===== src/hw/rtl/iscsi_pdu_deframer_core_macros.svh =====
// ----------------------------------------------------------------------------
// iscsi_pdu_deframer_core_macros
// Assertion macros for the PDU deframer. Empty when SYNTHESIS is defined.
// ----------------------------------------------------------------------------
`ifndef ISCSI_PDU_DEFRAMER_CORE_MACROS_SVH
`define ISCSI_PDU_DEFRAMER_CORE_MACROS_SVH

`ifndef SYNTHESIS

// Same-cycle implication, disabled during reset
`define IPDU_ASSERT_IMPLIES(lbl, clk, rst, ante, cons) \
   lbl: assert property (@(posedge clk) disable iff (rst) (ante) |-> (cons)) \
      else $error("deframer assertion failed");

// Next-cycle implication, disabled during reset
`define IPDU_ASSERT_NEXT(lbl, clk, rst, ante, cons) \
   lbl: assert property (@(posedge clk) disable iff (rst) (ante) |=> (cons)) \
      else $error("deframer assertion failed");

`else

`define IPDU_ASSERT_IMPLIES(lbl, clk, rst, ante, cons)
`define IPDU_ASSERT_NEXT(lbl, clk, rst, ante, cons)

`endif

`endif


===== src/hw/rtl/ipdu_pkg.sv =====
// ----------------------------------------------------------------------------
// ipdu_pkg
// Types and constants shared by the PDU deframer modules.
// ----------------------------------------------------------------------------
`timescale 1ns / 1ps

package ipdu_pkg;

   // Section of the PDU a byte belongs to; also the tracker state
   typedef enum logic [1:0] {
      SEC_HEADER = 2'd0,
      SEC_AHS    = 2'd1,
      SEC_DATA   = 2'd2,
      SEC_PAD    = 2'd3
   } section_type;

   // Header byte positions of the length fields
   localparam logic [23:0] AHS_BYTE_POS  = 24'd4;
   localparam logic [23:0] DLEN_HI_POS   = 24'd5;
   localparam logic [23:0] DLEN_MID_POS  = 24'd6;
   localparam logic [23:0] DLEN_LO_POS   = 24'd7;

   typedef struct packed {
      logic [7:0]  out_byte;
      section_type section;
      logic [23:0] section_offset;
      logic        pdu_end;
      logic [9:0]  ahs_bytes;
      logic [23:0] data_bytes;
   } result_type;

endpackage


===== src/hw/rtl/ipdu_req_if.sv =====
// ----------------------------------------------------------------------------
// ipdu_req_if
// Byte stream channel into the deframer.
// ----------------------------------------------------------------------------
`timescale 1ns / 1ps

interface ipdu_req_if;
   logic       valid;
   logic       ready;
   logic [7:0] stream_byte;

   modport source (output valid, output stream_byte, input ready);
   modport sink   (input valid, input stream_byte, output ready);
endinterface


===== src/hw/rtl/ipdu_rsp_if.sv =====
// ----------------------------------------------------------------------------
// ipdu_rsp_if
// Tagged byte channel out of the deframer.
// ----------------------------------------------------------------------------
`timescale 1ns / 1ps

interface ipdu_rsp_if;
   logic        valid;
   logic        ready;
   logic [7:0]  out_byte;
   logic [1:0]  section;
   logic [23:0] section_offset;
   logic        pdu_end;
   logic [9:0]  ahs_bytes;
   logic [23:0] data_bytes;

   modport source (output valid, output out_byte, output section,
                   output section_offset, output pdu_end, output ahs_bytes,
                   output data_bytes, input ready);
   modport sink   (input valid, input out_byte, input section,
                   input section_offset, input pdu_end, input ahs_bytes,
                   input data_bytes, output ready);
endinterface


===== src/hw/rtl/iscsi_pdu_deframer_core.sv =====
// ----------------------------------------------------------------------------
// iscsi_pdu_deframer_core
// Splits a connection byte stream into PDUs and tags every byte with its
// section, offset in section and end-of-PDU flag.
// ----------------------------------------------------------------------------
// Takes one byte per clock and returns one tagged item per byte, in order.
// Throughput is one item per cycle while the sink is ready; an input register
// is followed by a result register, with the section tracker between them. The
// input register takes a byte when it is empty or its byte moves on, so a byte
// is taken while a finished result waits for its sink only if the input register
// is empty. The stream must start at a PDU boundary after reset; there is no
// resynchronisation. Length fields read zero on header bytes before the last one.
`timescale 1ns / 1ps
`include "iscsi_pdu_deframer_core_macros.svh"

module iscsi_pdu_deframer_core
   import ipdu_pkg::*;
#(
   parameter int unsigned HEADER_BYTES = 48
) (
   input  logic        clock,
   input  logic        reset,
   ipdu_req_if.sink    req,
   ipdu_rsp_if.source  rsp
);

   logic       in_valid_ff, in_valid_in;
   logic [7:0] in_byte_ff;
   logic       rsp_valid_ff, rsp_valid_in;
   result_type rsp_data_ff;
   result_type result;
   logic       advance;

   // the stored byte moves on when the result slot is free or being drained
   assign advance      = in_valid_ff && (!rsp_valid_ff || rsp.ready);
   assign req.ready    = !in_valid_ff || advance;
   assign in_valid_in  = (req.valid && req.ready) || (in_valid_ff && !advance);
   assign rsp_valid_in = advance || (rsp_valid_ff && !rsp.ready);

   always_ff @(posedge clock) begin
      if (reset) begin
         in_valid_ff  <= 1'b0;
         rsp_valid_ff <= 1'b0;
      end else begin
         in_valid_ff  <= in_valid_in;
         rsp_valid_ff <= rsp_valid_in;
      end
   end

   always_ff @(posedge clock) begin
      if (req.valid && req.ready) in_byte_ff <= req.stream_byte;
      if (advance) rsp_data_ff <= result;
   end

   ipdu_tracker #(
      .HEADER_BYTES (HEADER_BYTES)
   ) u_tracker (
      .clock   (clock),
      .reset   (reset),
      .step    (advance),
      .byte_in (in_byte_ff),
      .result  (result)
   );

   assign rsp.valid          = rsp_valid_ff;
   assign rsp.out_byte       = rsp_data_ff.out_byte;
   assign rsp.section        = rsp_data_ff.section;
   assign rsp.section_offset = rsp_data_ff.section_offset;
   assign rsp.pdu_end        = rsp_data_ff.pdu_end;
   assign rsp.ahs_bytes      = rsp_data_ff.ahs_bytes;
   assign rsp.data_bytes     = rsp_data_ff.data_bytes;

   `IPDU_ASSERT_IMPLIES(a_hdr_offset, clock, reset, rsp.valid && rsp.section == SEC_HEADER, rsp.section_offset < 24'(HEADER_BYTES))
   `IPDU_ASSERT_IMPLIES(a_ahs_offset, clock, reset, rsp.valid && rsp.section == SEC_AHS, rsp.section_offset < {14'b0, rsp.ahs_bytes})
   `IPDU_ASSERT_IMPLIES(a_data_offset, clock, reset, rsp.valid && rsp.section == SEC_DATA, rsp.section_offset < rsp.data_bytes)
   `IPDU_ASSERT_IMPLIES(a_pad_offset, clock, reset, rsp.valid && rsp.section == SEC_PAD, rsp.section_offset < 24'd3)
   `IPDU_ASSERT_NEXT(a_stall_hold, clock, reset, in_valid_ff && !advance, in_valid_ff && $stable(in_byte_ff))

endmodule


===== src/hw/rtl/ipdu_tracker.sv =====
// ----------------------------------------------------------------------------
// ipdu_tracker
// Section state machine: tags each byte, captures the length fields and
// flags the last byte of a PDU.
// ----------------------------------------------------------------------------
`timescale 1ns / 1ps

module ipdu_tracker
   import ipdu_pkg::*;
#(
   parameter int unsigned HEADER_BYTES = 48
) (
   input  logic       clock,
   input  logic       reset,
   input  logic       step,
   input  logic [7:0] byte_in,
   output result_type result
);

   localparam logic [23:0] HDR_LAST = 24'(HEADER_BYTES - 1);

   section_type section_ff, section_in;
   logic [23:0] off_ff, off_in;
   logic [7:0]  ahs_ff, ahs_in;
   logic [23:0] dlen_ff, dlen_in;

   logic [24:0] off_plus1;
   logic [9:0]  ahsb_now;
   logic [9:0]  ahsb_ff;
   logic [1:0]  pad_len;

   always_ff @(posedge clock) begin
      if (reset) begin
         section_ff <= SEC_HEADER;
         off_ff     <= '0;
         ahs_ff     <= '0;
         dlen_ff    <= '0;
      end else if (step) begin
         section_ff <= section_in;
         off_ff     <= off_in;
         ahs_ff     <= ahs_in;
         dlen_ff    <= dlen_in;
      end
   end

   always_comb begin
      off_plus1 = {1'b0, off_ff} + 25'd1;
      ahsb_ff   = {ahs_ff, 2'b00};
      pad_len   = 2'b00 - dlen_ff[1:0];

      ahs_in     = ahs_ff;
      dlen_in    = dlen_ff;
      section_in = section_ff;
      off_in     = off_plus1[23:0];

      result.out_byte       = byte_in;
      result.section        = section_ff;
      result.section_offset = off_ff;
      result.pdu_end        = 1'b0;
      result.ahs_bytes      = ahsb_ff;
      result.data_bytes     = dlen_ff;

      // capture goes first so a minimal header sees its own last length byte
      if (section_ff == SEC_HEADER) begin
         if (off_ff == AHS_BYTE_POS) ahs_in = byte_in;
         if (off_ff == DLEN_HI_POS)  dlen_in[23:16] = byte_in;
         if (off_ff == DLEN_MID_POS) dlen_in[15:8]  = byte_in;
         if (off_ff == DLEN_LO_POS)  dlen_in[7:0]   = byte_in;
      end
      ahsb_now = {ahs_in, 2'b00};

      unique case (section_ff)
         SEC_HEADER: begin
            result.ahs_bytes  = '0;
            result.data_bytes = '0;
            if (off_ff == HDR_LAST) begin
               result.ahs_bytes  = ahsb_now;
               result.data_bytes = dlen_in;
               off_in            = '0;
               if (ahsb_now != '0) begin
                  section_in = SEC_AHS;
               end else if (dlen_in != '0) begin
                  section_in = SEC_DATA;
               end else begin
                  result.pdu_end = 1'b1;
               end
            end
         end
         SEC_AHS: begin
            if (off_plus1 == {15'b0, ahsb_ff}) begin
               off_in = '0;
               if (dlen_ff == '0) begin
                  result.pdu_end = 1'b1;
                  section_in     = SEC_HEADER;
               end else begin
                  section_in = SEC_DATA;
               end
            end
         end
         SEC_DATA: begin
            if (off_plus1 == {1'b0, dlen_ff}) begin
               off_in = '0;
               if (pad_len == 2'b00) begin
                  result.pdu_end = 1'b1;
                  section_in     = SEC_HEADER;
               end else begin
                  section_in = SEC_PAD;
               end
            end
         end
         SEC_PAD: begin
            if (off_plus1 == {23'b0, pad_len}) begin
               off_in         = '0;
               result.pdu_end = 1'b1;
               section_in     = SEC_HEADER;
            end
         end
         default: begin
            section_in = SEC_HEADER;
         end
      endcase
   end

endmodule

===== src/flat_wrapper.sv =====
// flat-port wrapper written by rule: the top's interface ports become plain ports
module iscsi_pdu_deframer_core_flat import ipdu_pkg::*;
#(
   parameter int unsigned HEADER_BYTES = 48
)
  (clock, reset, req_valid, req_stream_byte, req_ready, rsp_valid, rsp_out_byte, rsp_section, rsp_section_offset, rsp_pdu_end, rsp_ahs_bytes, rsp_data_bytes, rsp_ready);
  ipdu_req_if req_i ();
  ipdu_rsp_if rsp_i ();
  input  logic clock;
  input  logic reset;
  input wire logic [$bits(req_i.valid)-1:0] req_valid;
  input wire logic [$bits(req_i.stream_byte)-1:0] req_stream_byte;
  output wire logic [$bits(req_i.ready)-1:0] req_ready;
  output wire logic [$bits(rsp_i.valid)-1:0] rsp_valid;
  output wire logic [$bits(rsp_i.out_byte)-1:0] rsp_out_byte;
  output wire logic [$bits(rsp_i.section)-1:0] rsp_section;
  output wire logic [$bits(rsp_i.section_offset)-1:0] rsp_section_offset;
  output wire logic [$bits(rsp_i.pdu_end)-1:0] rsp_pdu_end;
  output wire logic [$bits(rsp_i.ahs_bytes)-1:0] rsp_ahs_bytes;
  output wire logic [$bits(rsp_i.data_bytes)-1:0] rsp_data_bytes;
  input wire logic [$bits(rsp_i.ready)-1:0] rsp_ready;
  assign req_i.valid = req_valid;
  assign req_i.stream_byte = req_stream_byte;
  assign req_ready = req_i.ready;
  assign rsp_valid = rsp_i.valid;
  assign rsp_out_byte = rsp_i.out_byte;
  assign rsp_section = rsp_i.section;
  assign rsp_section_offset = rsp_i.section_offset;
  assign rsp_pdu_end = rsp_i.pdu_end;
  assign rsp_ahs_bytes = rsp_i.ahs_bytes;
  assign rsp_data_bytes = rsp_i.data_bytes;
  assign rsp_i.ready = rsp_ready;
  iscsi_pdu_deframer_core #(.HEADER_BYTES(HEADER_BYTES)) u_core (.clock(clock), .reset(reset), .req(req_i), .rsp(rsp_i));
endmodule

===== config.mk =====
export PLATFORM = sky130hd
export DESIGN_NAME = iscsi_pdu_deframer_core_flat
export DESIGN_NICKNAME = d
export VERILOG_FILES = /design/src/hw/rtl/ipdu_pkg.sv /design/src/hw/rtl/ipdu_req_if.sv /design/src/hw/rtl/ipdu_rsp_if.sv /design/src/hw/rtl/iscsi_pdu_deframer_core.sv /design/src/hw/rtl/ipdu_tracker.sv /design/src/flat_wrapper.sv
export VERILOG_INCLUDE_DIRS = /design/src /design/src/hw/rtl
export SDC_FILE = /design/constraint.sdc
export NUM_CORES = 1
export LEC_CHECK = 0
export BUFFER_PORTS_ARGS = -buffer_cell sky130_fd_sc_hd__buf_2
export CAP_MARGIN = 40
export CORE_MARGIN = 3
export CORE_UTILIZATION = 40
export DETAILED_ROUTE_END_ITERATION = 8
export PLACE_DENSITY_LB_ADDON = 0.25
export SLEW_MARGIN = 15
export SYNTH_ARGS = -nofsm -noshare
export SYNTH_HDL_FRONTEND = slang
export SYNTH_HIERARCHICAL = 1
export SYNTH_SLANG_ARGS = --single-unit

===== constraint.sdc =====
create_clock -name clock -period 4.16 [get_ports clock]
set_input_delay 0.832 -clock clock [delete_from_list [all_inputs] [get_ports clock]]
set_output_delay 0.832 -clock clock [all_outputs]
set_load 0.02 [all_outputs]

# Word level (Yosys, flattened, before mapping)
# Cells that the tools add are included.
dict set report word_totals {
  reg_bits 137
  out_inout_bits 71
}
dict set report classes {
  addsub 2
  n_eq_ne 16
  n_mux 30
  n_reduce_logical 18
}
# cell count
set ops {}
lappend ops {{$mux 24} 5}
lappend ops {{$eq 24x3->1 const B} 4}
lappend ops {{$pmux 24 s4} 1}
lappend ops {{$mux 8} 5}
lappend ops {{$mux 35} 1}
lappend ops {{$mux 34} 1}
lappend ops {{$add 24x1->25 const B} 1}
lappend ops {{$eq 25x10->1} 1}
lappend ops {{$eq 25x2->1} 1}
lappend ops {{$eq 25x24->1} 1}
lappend ops {{$eq 24x6->1 const B} 1}
lappend ops {{$logic_not 24->1} 1}
lappend ops {{$reduce_bool 24->1} 1}
lappend ops {{$mux 2} 8}
lappend ops {{$pmux 2 s4} 1}
lappend ops {{$reduce_bool 8->1} 1}
lappend ops {{$mux 1} 7}
lappend ops {{$ne 2x2->1 const B} 3}
lappend ops {{$reduce_and 6->1} 1}
lappend ops {{$eq 2x2->1 const B} 2}
lappend ops {{$logic_and 1x1->1} 4}
lappend ops {{$logic_not 1->1} 4}
lappend ops {{$logic_not 2->1} 2}
lappend ops {{$logic_or 1x1->1} 4}
lappend ops {{5 further kinds} 5}

# Logic depth before layout (Yosys ltp)
# Gate-level depths: netlist of run 1.
dict set report logic_depth {
  word_depth 8
  mapped_depth 13
}

# Hierarchy
# Netlist of run 1, hierarchy kept.
# module instances cells_per_inst area_each_um2
set modules_own_cells {}
lappend modules_own_cells {ipdu_tracker 1 537 4260.3}
lappend modules_own_cells {iscsi_pdu_deframer_core 1 87 2416.1}

# Least setup slack after synthesis of run 1
# OpenSTA, ideal clock, no wires.
dict set report synth_timing {
  path_type {input -> register}
  start {input port rsp_ready}
  end {register u_core.u_tracker.off_ff[23]}
  setup_time_ps 115
  arrival_ps 3045
  path_slack_ps 1000
  path_stages 9
  n_path_buf 2
  cell_sequence {nand2b_1 and2_2 clkbuf_1 inv_1 or2_2 clkbuf_1 nor3_1 xnor2_1 nor2_1}
}
dict set report synth_via {
  elab_chain_cells 2
}
# item line
set synth_lines {}
lappend synth_lines {{start, declared} flat_wrapper.sv:21} ;# input wire logic [$bits(rsp_i.ready)-1:0] rsp_ready;
lappend synth_lines {{$logic_or 1x1->1} iscsi_pdu_deframer_core.sv:35} ;# assign advance = in_valid_ff && (!rsp_valid_ff || rsp.ready);
lappend synth_lines {{$logic_and 1x1->1} iscsi_pdu_deframer_core.sv:35}
lappend synth_lines {{net u_core.advance} iscsi_pdu_deframer_core.sv:32} ;# logic advance;
lappend synth_lines {{end signal, assigned} ipdu_tracker.sv:40} ;# off_ff <= off_in;
lappend synth_lines {{end, declared} ipdu_tracker.sv:23} ;# logic [23:0] off_ff, off_in;
# The timed path passes the listed nets, and every way through them passes these cells.
# A chain may end at the register's enable or synchronous reset.

# Final worst setup path of run 1
dict set report layout_timing {
  start {register u_core.u_tracker.off_ff[4]}
  end {register u_core.u_tracker.off_ff[6]}
}
dict set report layout_via {
  elab_chain_cells 4
}
# item line
set layout_lines {}
lappend layout_lines {{$add 24x1->25} ipdu_tracker.sv:47} ;# off_plus1 = {1'b0, off_ff} + 25'd1;
lappend layout_lines {{$eq 25x2->1, or another cell as far along} ipdu_tracker.sv:112} ;# if (off_plus1 == {23'b0, pad_len}) begin
lappend layout_lines {{$mux 24 (on tied branches)} {ipdu_tracker.sv:112, ipdu_tracker.sv:90, ipdu_tracker.sv:101}}
lappend layout_lines {{$pmux 24 s4 *} ipdu_tracker.sv:72} ;# unique case (section_ff)
# Mark *: on every way between the ends. The rest lies on a longest branch, timed or not.

==> results of run 1 <==
placed cells by master, fill, tap and decap left out, types with 5 or more instances in the layout:
master and instances:
a21oi_1 16, and2_1 33, and3_1 7, and4_1 5, buf_2 82, buf_4 15
clkbuf_16 17, dfxtp_1 60, edfxtp_1 77, ha_1 6, inv_1 12, mux2i_1 35
nand2_1 29, nand3_1 18, nand4_1 20, nor2_1 79, nor3_1 11, nor4_1 25
o21ai_0 9, xnor2_1 36, xor2_1 28
final cells by class:
cell class	count	area share, %
Clock buffer	18	5.59
Clock inverter	14	2.07
Inverter	12	0.574
Multi-Input combinational cell	426	36.6
Sequential cell	137	44.8
Tap cell	216	3.44
Timing Repair Buffer	98	6.92
path summary, 6_finish.rpt:
kind	slack (ns)	from	depth (start not counted)	end
worst max-delay path	0.33	u_core/u_tracker/off_ff[4]	10	u_core/u_tracker/off_ff[6]
worst max register to register	0.33	u_core/u_tracker/off_ff[4]	10	u_core/u_tracker/off_ff[6]
worst min-delay path	0.52	u_core/in_valid_ff	2	u_core/rsp.valid
worst min register to register	0.52	u_core/in_valid_ff	2	u_core/rsp.valid
Yosys cell counts (3+ instances only):
| cell | instances | area [um^2] |
|---|---|---|
| nor4_1 | 25 | 156 |
| a211o_1 | 3 | 26.3 |
| a21oi_1 | 16 | 80.1 |
| buf_4 | 12 | 90.1 |
| or3_1 | 3 | 18.8 |
| mux2i_1 | 35 | 350 |
| nand2b_1 | 3 | 18.8 |
| edfxtp_1 | 77 | 2310 |
| buf_2 | 11 | 55.1 |
| dfxtp_1 | 60 | 1200 |
| clkbuf_1 | 24 | 90.1 |
| nand4_1 | 20 | 125 |
| and2_1 | 33 | 206 |
| o31a_1 | 4 | 35.0 |
| and4_1 | 5 | 43.8 |
| a2111oi_0 | 4 | 35.0 |
| ha_1 | 6 | 75.1 |
| nor3_1 | 11 | 55.1 |
| nand3b_1 | 3 | 22.5 |
| buf_1 | 3 | 11.3 |
| nor2_1 | 79 | 297 |
| or4_1 | 4 | 30.0 |
| xnor2_1 | 36 | 315 |
| nand3_1 | 18 | 90.1 |
| inv_1 | 12 | 45.0 |
| xor2_1 | 28 | 245 |
| a31o_2 | 3 | 26.3 |
| and3_1 | 7 | 43.8 |
| nand2_1 | 29 | 109 |
| o21ai_0 | 9 | 45.0 |
routing by layer:
| layer | wire [um] | up-vias | GRT usage [%] | share of wire (%) |
|---|---|---|---|---|
| li1 | - | 2372 | - | - |
| met2 | 8390 | 163 | 31.1 | 47 |
| met1 | 8410 | 2435 | 27.7 | 47 |
| met4 | 361 | 0 | 7.56 | 2.0 |
| met5 | 0 | - | 0 | 0 |
| met3 | 824 | 27 | 4.35 | 4.6 |
through the flow:
stage / util [%] / cells / hold slack [ns]
after global routing: 48.7 / 921 / 0.556
after detailed placement: 45.0 / 889 / 0.504
final: 48.7 / 921 / 0.515
after floorplan: - / 625 / 0.403
after global placement: 44.9 / 888 / 0.482
after CTS: 48.7 / 921 / 0.524
report_power, final:
part           internal, W  leakage (nW)  switching, W
logic            0.0000417          1.68     0.0000990
registers          0.00146          1.21     0.0000198
clock network     0.000913         0.288      0.000617
critical path: cells and delay by family, from the launching register on:
kind            cells  cell delay, ns
buf+inv             1            0.28
compound gates      3            0.73
simple gates        6            2.08
flops               1            0.60
cell families (layout without fill, tap and decap cells):
family                     after synthesis  after routing  synth area share (%)
buffers and inverters                   62            142                  4.37
xor gates and xnor gates                67             67                  9.43
AOI/OAI and AO/OA                       63             63                  7.07
DFF                                    137            137                  52.6
adders and majority gates                6              6                  1.12
muxes                                   35             35                  5.25
and+or+nand+nor                        253            253                  20.1
other                                    1              2                0.0562
state kept, by name, indices dropped and copies added (netlist names):
| name | count |
|---|---|
| u_core/rsp.ahs_bytes | 10 |
| u_core/rsp.section_offset | 24 |
| u_core/in_byte_ff | 8 |
| u_core/rsp.section | 2 |
| u_core/u_tracker/section_ff | 2 |
| u_core/rsp.pdu_end | 1 |
| u_core/u_tracker/ahs_ff | 8 |
| u_core/u_tracker/dlen_ff | 24 |
| u_core/u_tracker/off_ff | 24 |
| u_core/rsp.valid | 1 |
| u_core/rsp.data_bytes | 24 |
| u_core/in_valid_ff | 1 |
| u_core/rsp.out_byte | 8 |
==> run metrics, run 1 <==
width of the die=135 um; vias in the first global route=4811; Max IR drop VDD=approximately 0.28 mV; outcome=complete, no violations; multi-input logic area=2880 um^2; Sink Count=~140; CP Capture Type=flop; Worst path slowest cell=or3_1; Fmax achieved=roughly 260 MHz; Unique masters post-synth=63; syn avg cell area=roughly 11 um^2; Root Driver=clkbuf_16; RSZ-0062 raised after global routing=no; Final Skew=0.00959 ns; Hold WC Path Type=reg -> reg; Final Power=about 0.0032 W; initial core utilization=between 40% and 50%; GR Overflow Total=0; Slew Viols, Final=0; TritonRoute pass-1 iters=5; RePlAce Congestion=around 0.93; crit start category=flop; pin count of the biggest net entering global routing=45; Final Cycle Share=approximately 90%; Seq cells post-synth=137; CTS H-tree depth=4; number of enable flip-flop cells after synthesis=77; post-route ant nets=0; crit path max fanout=21; first-pass GRT wire length=approximately 28000 um; DIE AREA=18300 um^2; Primary FF master, synth=edfxtp_1; post-route setup TNS=0 ns; total number of vias=roughly 5000; initial antenna violation count=0; diodes inserted=0; Seq/Total Area, Yosys=between 50% and 60%; clk slew on worst S/H paths=0.06 ns; DR vias/cell=roughly 5.4; register area=approximately 3500 um^2; CP Class=reg -> reg; CTS Buf Count=17; Final Worst Setup Slack=0.331 ns; fillers=between 1500 and 2000; All-Layer GR Usage=about a fifth; Synth async-reset ratio=0%; # DRC=0; fin nets=between 700 and 800; cell leakage power=approximately 3.2 nW; # IOs=83; Setup Viol. Count Final=0; Gate Count Post-Synth=624; DR WL/cell=~20 um; Tmin final=3.83 ns; hold buffers post-CTS=0; worst-skew pair later-pin latency=roughly 0.43 ns; ratio of cells with drive above 1 in the final layout=between 20% and 30%; port buffer count=~80; CTS tree=built; Least-Margin Pin Slew=roughly 0.77 ns; Post-CTS Resized=0; Clock Path Buffers=2; Post CTS Setup Buffer Count=0; Synthesis Warnings=6; Slew Limit Headroom=just under 50%; Rows=46; Core ar.=~16000 um^2; die height=~140 um; synthesized area=about 6700 um^2; data required time of the worst path=roughly 4.5 ns; DP Wirelength=~13000 um; pwr/cell area=~400 nW/um^2; crit-path cells=nand4_2 -> or3_1 -> or3_4 -> a2111oi_4 -> nand4_1 -> nor4_2 -> o31ai_2 -> o21bai_2 -> buf_4 -> nor2_1; Post-DP Area=about 7200 um^2; total wire length=about 18000 um; Crit path largest cell delay=a little over 0.6 ns; worst slack at placement=between 0.3 and 0.4 ns; Hold Vio Cnt, Final=0; Max Cap Viol=0; P&R area growth vs syn=17.6%; Finished Cell Area=7850 um^2; CP Data Arrival Time=roughly 4.1 ns; iteration-0 DRC count of the detailed router=489
(Power assumes the default switching activity.)
==> inputs of run 2 (changes only) <==
clock period = 4.1 ns   (was 4.16 ns; I/O delays follow)
==> run 2 against run 1 <==
  * Clock skew shrank 0.0023 ns
  * Clock power shrank 3%
  * Maximum frequency grew 1.4%
  * Critical path depth is the same
  * Final area is essentially flat
  * Combinational power is essentially flat
  * Die area is the same
  * Via count grew 0.22%
==> run metrics, run 2 (same netlist as run 1, synthesis figures left out) <==
initial core utilization=41.4% (unchanged); buffers and inverters on the worst path=1 (unchanged); Slew Limit Headroom=50.0% (+1.6 points); DR vias/cell=5.43 (+0.11%); data required time of the worst path=4.41 ns (-0.06 ns); CTS Buf Count=17 (unchanged); Worst path slowest cell=or3_1; Top Usage Layer GRT=met2; Max Cap Viol=0 (unchanged); multi-input logic area=2880 um^2 (unchanged); outcome=complete, no violations; pin count of the biggest net entering global routing=41 (-8.9%); M3 GR Usage=4.05% (-0.30 points); RSZ-0062 raised after global routing=no; CP Class=reg -> reg; Least-Margin Pin Slew=0.751 ns (-0.0241 ns); port buffer count=82 (unchanged); Hold Slack=0.500 ns (-0.0156 ns); TritonRoute pass-1 iters=6 (+1); post-route setup TNS=0 ns (unchanged); ratio of cells with drive above 1 in the final layout=21.0% (+0.11 points); delay-heaviest family, CP=simple AND/OR/NAND/NOR gates; die height=135 um (unchanged); DIE AREA=18300 um^2 (unchanged); # IOs=83 (unchanged); total wire length=17600 um (-2.1%); commonest non-fill, non-tap cell in the layout=buf_2; initial antenna violation count=0 (unchanged); Clock Path Buffers=2 (unchanged); diodes inserted=0 (unchanged); Final Power=0.00314 W (-0.45%); crit-path cells=nand4_2 -> or3_1 -> or3_4 -> a2111oi_4 -> nand4_1 -> nor4_2 -> o31ai_2 -> o21bai_2 -> buf_12 -> nor2_1; Crit path largest cell delay=0.62 ns (about the same); iteration-0 DRC count of the detailed router=441 (-9.8%); Non-Filler Instances=922 (+0.11%); CP Data Arrival Time=4.09 ns (-0.05 ns); DR WL/cell=19.1 um (-2.2%); CP Capture Type=flop; worst-skew pair later-pin latency=0.43 ns (about the same); Fmax achieved=265 MHz (+1.4%); hold buffers post-CTS=0 (unchanged); crit path max fanout=21 (unchanged); fin nets=711 (+0.14%); P&R area growth vs syn=17.5% (about the same); met2 Usage GRT=31.1% (about the same); Max IR drop VDD=0.282 mV (+2.1%); Core ar.=16100 um^2 (unchanged); commonest cells after routing, fill and taps aside=buf_2, nor2_1, edfxtp_1, dfxtp_1, xnor2_1; Hold Vio Cnt, Final=0 (unchanged); Final Cycle Share=92.1% (about the same); vias in the first global route=4922 (+2.3%); Placed Instances=890 (+0.11%); Post-CTS Resized=0 (unchanged); fillers=1479 (-3.9%); post-route ant nets=0 (unchanged); DP Wirelength=12600 um (-1.1%); first-pass GRT wire length=28100 um (+0.99%); width of the die=135 um (unchanged); CTS tree=built; met1 Use GR=27.8% (+0.093 points); GR Overflow Total=0 (unchanged); Sink Count=137 (unchanged); crit start category=flop; pwr/cell area=400 nW/um^2 (-0.37%); clk slew on worst S/H paths=0.06 ns (about the same); Hold WC Path Type=reg -> reg; RePlAce Congestion=0.921 (-0.91%); All-Layer GR Usage=20.0% (about the same); Setup Viol. Count Final=0 (unchanged); register area=3510 um^2 (unchanged); Root Driver=clkbuf_16; Final Skew=0.00733 ns (-0.00226 ns); cell leakage power=3.17 nW (about the same); Tmin final=3.78 ns (-0.0526 ns); CTS H-tree depth=4 (unchanged); # DRC=0 (unchanged); final core occ=48.7% (about the same); Rows=46 (unchanged); Post CTS Setup Buffer Count=0 (unchanged); total number of vias=5008 (+0.22%); Slew Viols, Final=0 (unchanged)
## run 2: cell count changes in the layout (fill, tap and decap cells not counted)
| cell | previous run | this run |
|---|---|---|
| buf_12 | 1 | 2 |
| bufinv_16 | 2 | 1 |
| clkinv_2 | 1 | 2 |
| clkinv_4 | 2 | 0 |
| clkinvlp_4 | 3 | 4 |
| inv_6 | 4 | 5 |
## run 2: cell type report
class,count,share of cell area (%)
Sequential cell,137,44.8
Multi-Input combinational cell,426,36.7
Timing Repair Buffer,99,7.18
Clock buffer,18,5.60
Tap cell,216,3.45
Clock inverter,14,1.74
Inverter,12,0.574
## run 2: routing by layer
metal  part of all wire (%)  vias to the layer above
met5                      0                        -
met4                    2.3                        0
met3                    4.3                       32
met2                     47                      150
met1                     47                     2444
li1                       -                     2382
## run 2: stage by stage
| stage | worst slack (ns) | area [um^2] |
|---|---|---|
| final | 0.323 | 7840 |
| after global routing | 0.0866 | 7840 |
| after CTS | 0.353 | 7840 |
| after detailed placement | 0.419 | 7270 |
| after global placement | 0.533 | 7250 |
| after floorplan | 0.952 | 6680 |
## run 2: report_power, final
part / internal, W / switching (W)
sequential: 0.00149 / 0.0000206
clock: 0.000864 / 0.000626
combinational: 0.0000447 / 0.0000995
## run 2: worst paths after layout
check	cells past startpoint	slack, ns	startpoint	end
hold / removal	2	0.50	u_core/in_valid_ff	u_core/rsp.valid
hold reg to reg	2	0.50	u_core/in_valid_ff	u_core/rsp.valid
setup / recovery	10	0.32	u_core/u_tracker/off_ff[4]	u_core/u_tracker/off_ff[0]
setup reg to reg	10	0.32	u_core/u_tracker/off_ff[4]	u_core/u_tracker/off_ff[0]
## run 2: worst min-delay path: cells and delay by family (launching register included)
kind	cells	cell delay, ns
compound gates	1	0.05
buf+inv	1	0.06
flops	1	0.34
==> inputs of run 3 (changes only) <==
CORE_UTILIZATION = 55   (was 40)
clock period = 4.22 ns   (was 4.1 ns; I/O delays follow)
==> run 3 against run 2 <==
  * Sequential cell count is the same
  * Sequential power is 3% lower
  * Combinational power shrank 4%
  * Global-route usage increased by 6.9 points
  * Non-clock buffer count decreased by 1
  * Worst setup slack better by 0.22 ns
  * Die area is 26% lower
  * Utilization increased by 18 points
  * Routed wire length is 1.2% lower
  * Clock skew rose by 0.0014 ns
  * Final area decreased by 1.4%
  * Total power fell by 3.1%
  * Critical path type unchanged
  * Largest cell class unchanged
==> run metrics, run 3 (same netlist as run 1, synthesis figures left out) <==
outcome=complete, no violations; RSZ-0062 raised after global routing=no; Placed Instances=816 (-8.3%); hold buffers post-CTS=0 (unchanged); Least-Margin Pin Slew=0.751 ns (+0.000792 ns); Comb power frac=4.5% (about the same); # DRC=0 (unchanged); port buffer count=82 (unchanged); initial core utilization=57.2% (+16 points); Fmax achieved=272 MHz (+2.8%); post-route setup TNS=0 ns (unchanged); Non-Filler Instances=848 (-8.0%); iteration-0 DRC count of the detailed router=471 (+6.8%); cell leakage power=3.16 nW (-0.24%); diodes inserted=0 (unchanged); Post-DP Area=7160 um^2 (-1.5%); Hold Vio Cnt, Final=0 (unchanged); Switch Pwr=0.000679 W (-8.9%); Slew Limit Headroom=49.9% (-0.053 points); Hold Path End=u_core/rsp.valid; data required time of the worst path=4.53 ns (+0.12 ns); Setup Viol. Count Final=0 (unchanged); RePlAce Congestion=0.922 (+0.18%); r2r setup slk=0.55 ns (+0.22 ns); Clk pwr share=47.3% (about the same); Sink Count=137 (unchanged); Root Driver=clkbuf_16; die height=116 um (-14%); total wire length=17400 um (-1.2%); Hold WC Path Type=reg -> reg; crit path max fanout=21 (unchanged); width of the die=116 um (-14%); start point of the worst hold path=u_core/in_valid_ff; CP Data Arrival Time=3.99 ns (-0.10 ns); vias in the first global route=4869 (-1.1%); CP Class=reg -> reg; sw frac=22.3% (-1.4 points); Post CTS Setup Buffer Count=0 (unchanged); internal power=0.00236 W (-1.2%); worst-skew pair later-pin latency=0.43 ns (about the same); Max Cap Viol=0 (unchanged); reg-to-reg startpoint=u_core/u_tracker/off_ff[6]; pin count of the biggest net entering global routing=41 (unchanged); Final Skew=0.00875 ns (+0.00142 ns); pwr/cell area=394 nW/um^2 (-1.7%); DR vias/cell=5.99 (+10%); final core occ=66.3% (+18 points); commonest non-fill, non-tap cell in the layout=buf_2; CTS Buf Count=17 (unchanged); ratio of cells with drive above 1 in the final layout=20.4% (-0.54 points); post-route ant nets=0 (unchanged); CTS tree=built; fin nets=710 (-0.14%); Core ar.=11700 um^2 (-28%); CP Capture Type=flop; P&R area growth vs syn=15.9%; Clock Path Buffers=2 (unchanged); total number of vias=5078 (+1.4%); DIE AREA=13500 um^2 (-26%); clk slew on worst S/H paths=0.06 ns (about the same); crit start category=flop; Seq pwr share=48.1% (about the same); Max IR drop VDD=0.312 mV (+11%); Rows=39 (-15%); GR Overflow Total=0 (unchanged); # IOs=83 (unchanged); Final Cycle Share=87.1% (-5.0 points); Tmin final=3.67 ns (-0.102 ns); commonest cells after routing, fill and taps aside=buf_2, nor2_1, edfxtp_1, dfxtp_1, xnor2_1; DP Wirelength=12200 um (-3.2%); initial antenna violation count=0 (unchanged); worst r2r dst=u_core/u_tracker/off_ff[6]; Finished Cell Area=7740 um^2 (-1.4%); Min-Delay Path Depth=2 (unchanged); CTS H-tree depth=4 (unchanged); Slew Viols, Final=0 (unchanged); Post-CTS Resized=0 (unchanged); DR WL/cell=20.5 um (+7.4%); All-Layer GR Usage=27.0% (+6.9 points); first-pass GRT wire length=27100 um (-3.3%); TritonRoute pass-1 iters=5 (-1); Worst R2R Path Depth=10 (unchanged)
run 3: cell count changes in the layout (fill, tap and decap cells not counted), moves of 2 or more:
cell,delta
clkbuf_1,+3
clkinv_4,+2
clkinvlp_4,-2
inv_6,-3
inv_8,-2
run 3: power groups by stage:
stage / Sequential [W] / Combinational, W / Clock (W)
2_1_floorplan: 0.00152 / 0.0000551 / 0
3_3_place_gp: 0.00149 / 0.000137 / 0
3_5_place_dp: 0.00149 / 0.000138 / 0
4_1_cts: 0.00146 / 0.000139 / 0.00146
5_1_grt: 0.00147 / 0.000148 / 0.00151
6_report: 0.00147 / 0.000138 / 0.00144
run 3: per-stage QoR:
stage	power (W)	setup slack (ns)	hold slack [ns]
after floorplan	0.00158	1.05	0.403
after global placement	0.00163	0.717	0.487
after detailed placement	0.00163	0.597	0.495
after CTS	0.00307	0.571	0.504
after global routing	0.00313	0.340	0.536
final	0.00304	0.545	0.503
run 3: worst max-delay path by stage:
stage,startpoint,to
floorplan,rsp_ready,u_core/u_tracker/off_ff[23]
global placement,u_core/u_tracker/off_ff[1],u_core/u_tracker/off_ff[3]
detailed placement,u_core/u_tracker/off_ff[4],u_core/u_tracker/off_ff[6]
CTS,u_core/u_tracker/off_ff[4],u_core/u_tracker/off_ff[21]
global route,u_core/u_tracker/off_ff[1],u_core/u_tracker/off_ff[22]
finish,u_core/u_tracker/off_ff[6],u_core/u_tracker/off_ff[6]
run 3: layout make-up:
cell class / instances / area [um^2]
clock buffer: 23 / 489
clock inverter: 9 / 90.1
fill: 893 / 3930
inverter: 12 / 45.0
multi-input combinational: 426 / 2880
sequential: 137 / 3510
tap: 143 / 179
timing repair buffer: 98 / 543
run 3: per-layer routing:
metal	track usage [%]	part of all wire, %	wire, um
met5	0	0	0
met4	12.3	2.8	495
met3	5.03	5.1	880
met2	42.8	47	8210
met1	36.1	45	7810
run 3: worst max-delay path: stages (launching register included):
cell and delay (ns):
dfxtp_1 0.66, nand3_2 0.25, or3_1 0.57, or3_4 0.46, a2111oi_4 0.35, nand4_1 0.14
nor4_2 0.44, o31ai_2 0.21, o21bai_2 0.22, buf_12 0.19, nor2_1 0.07
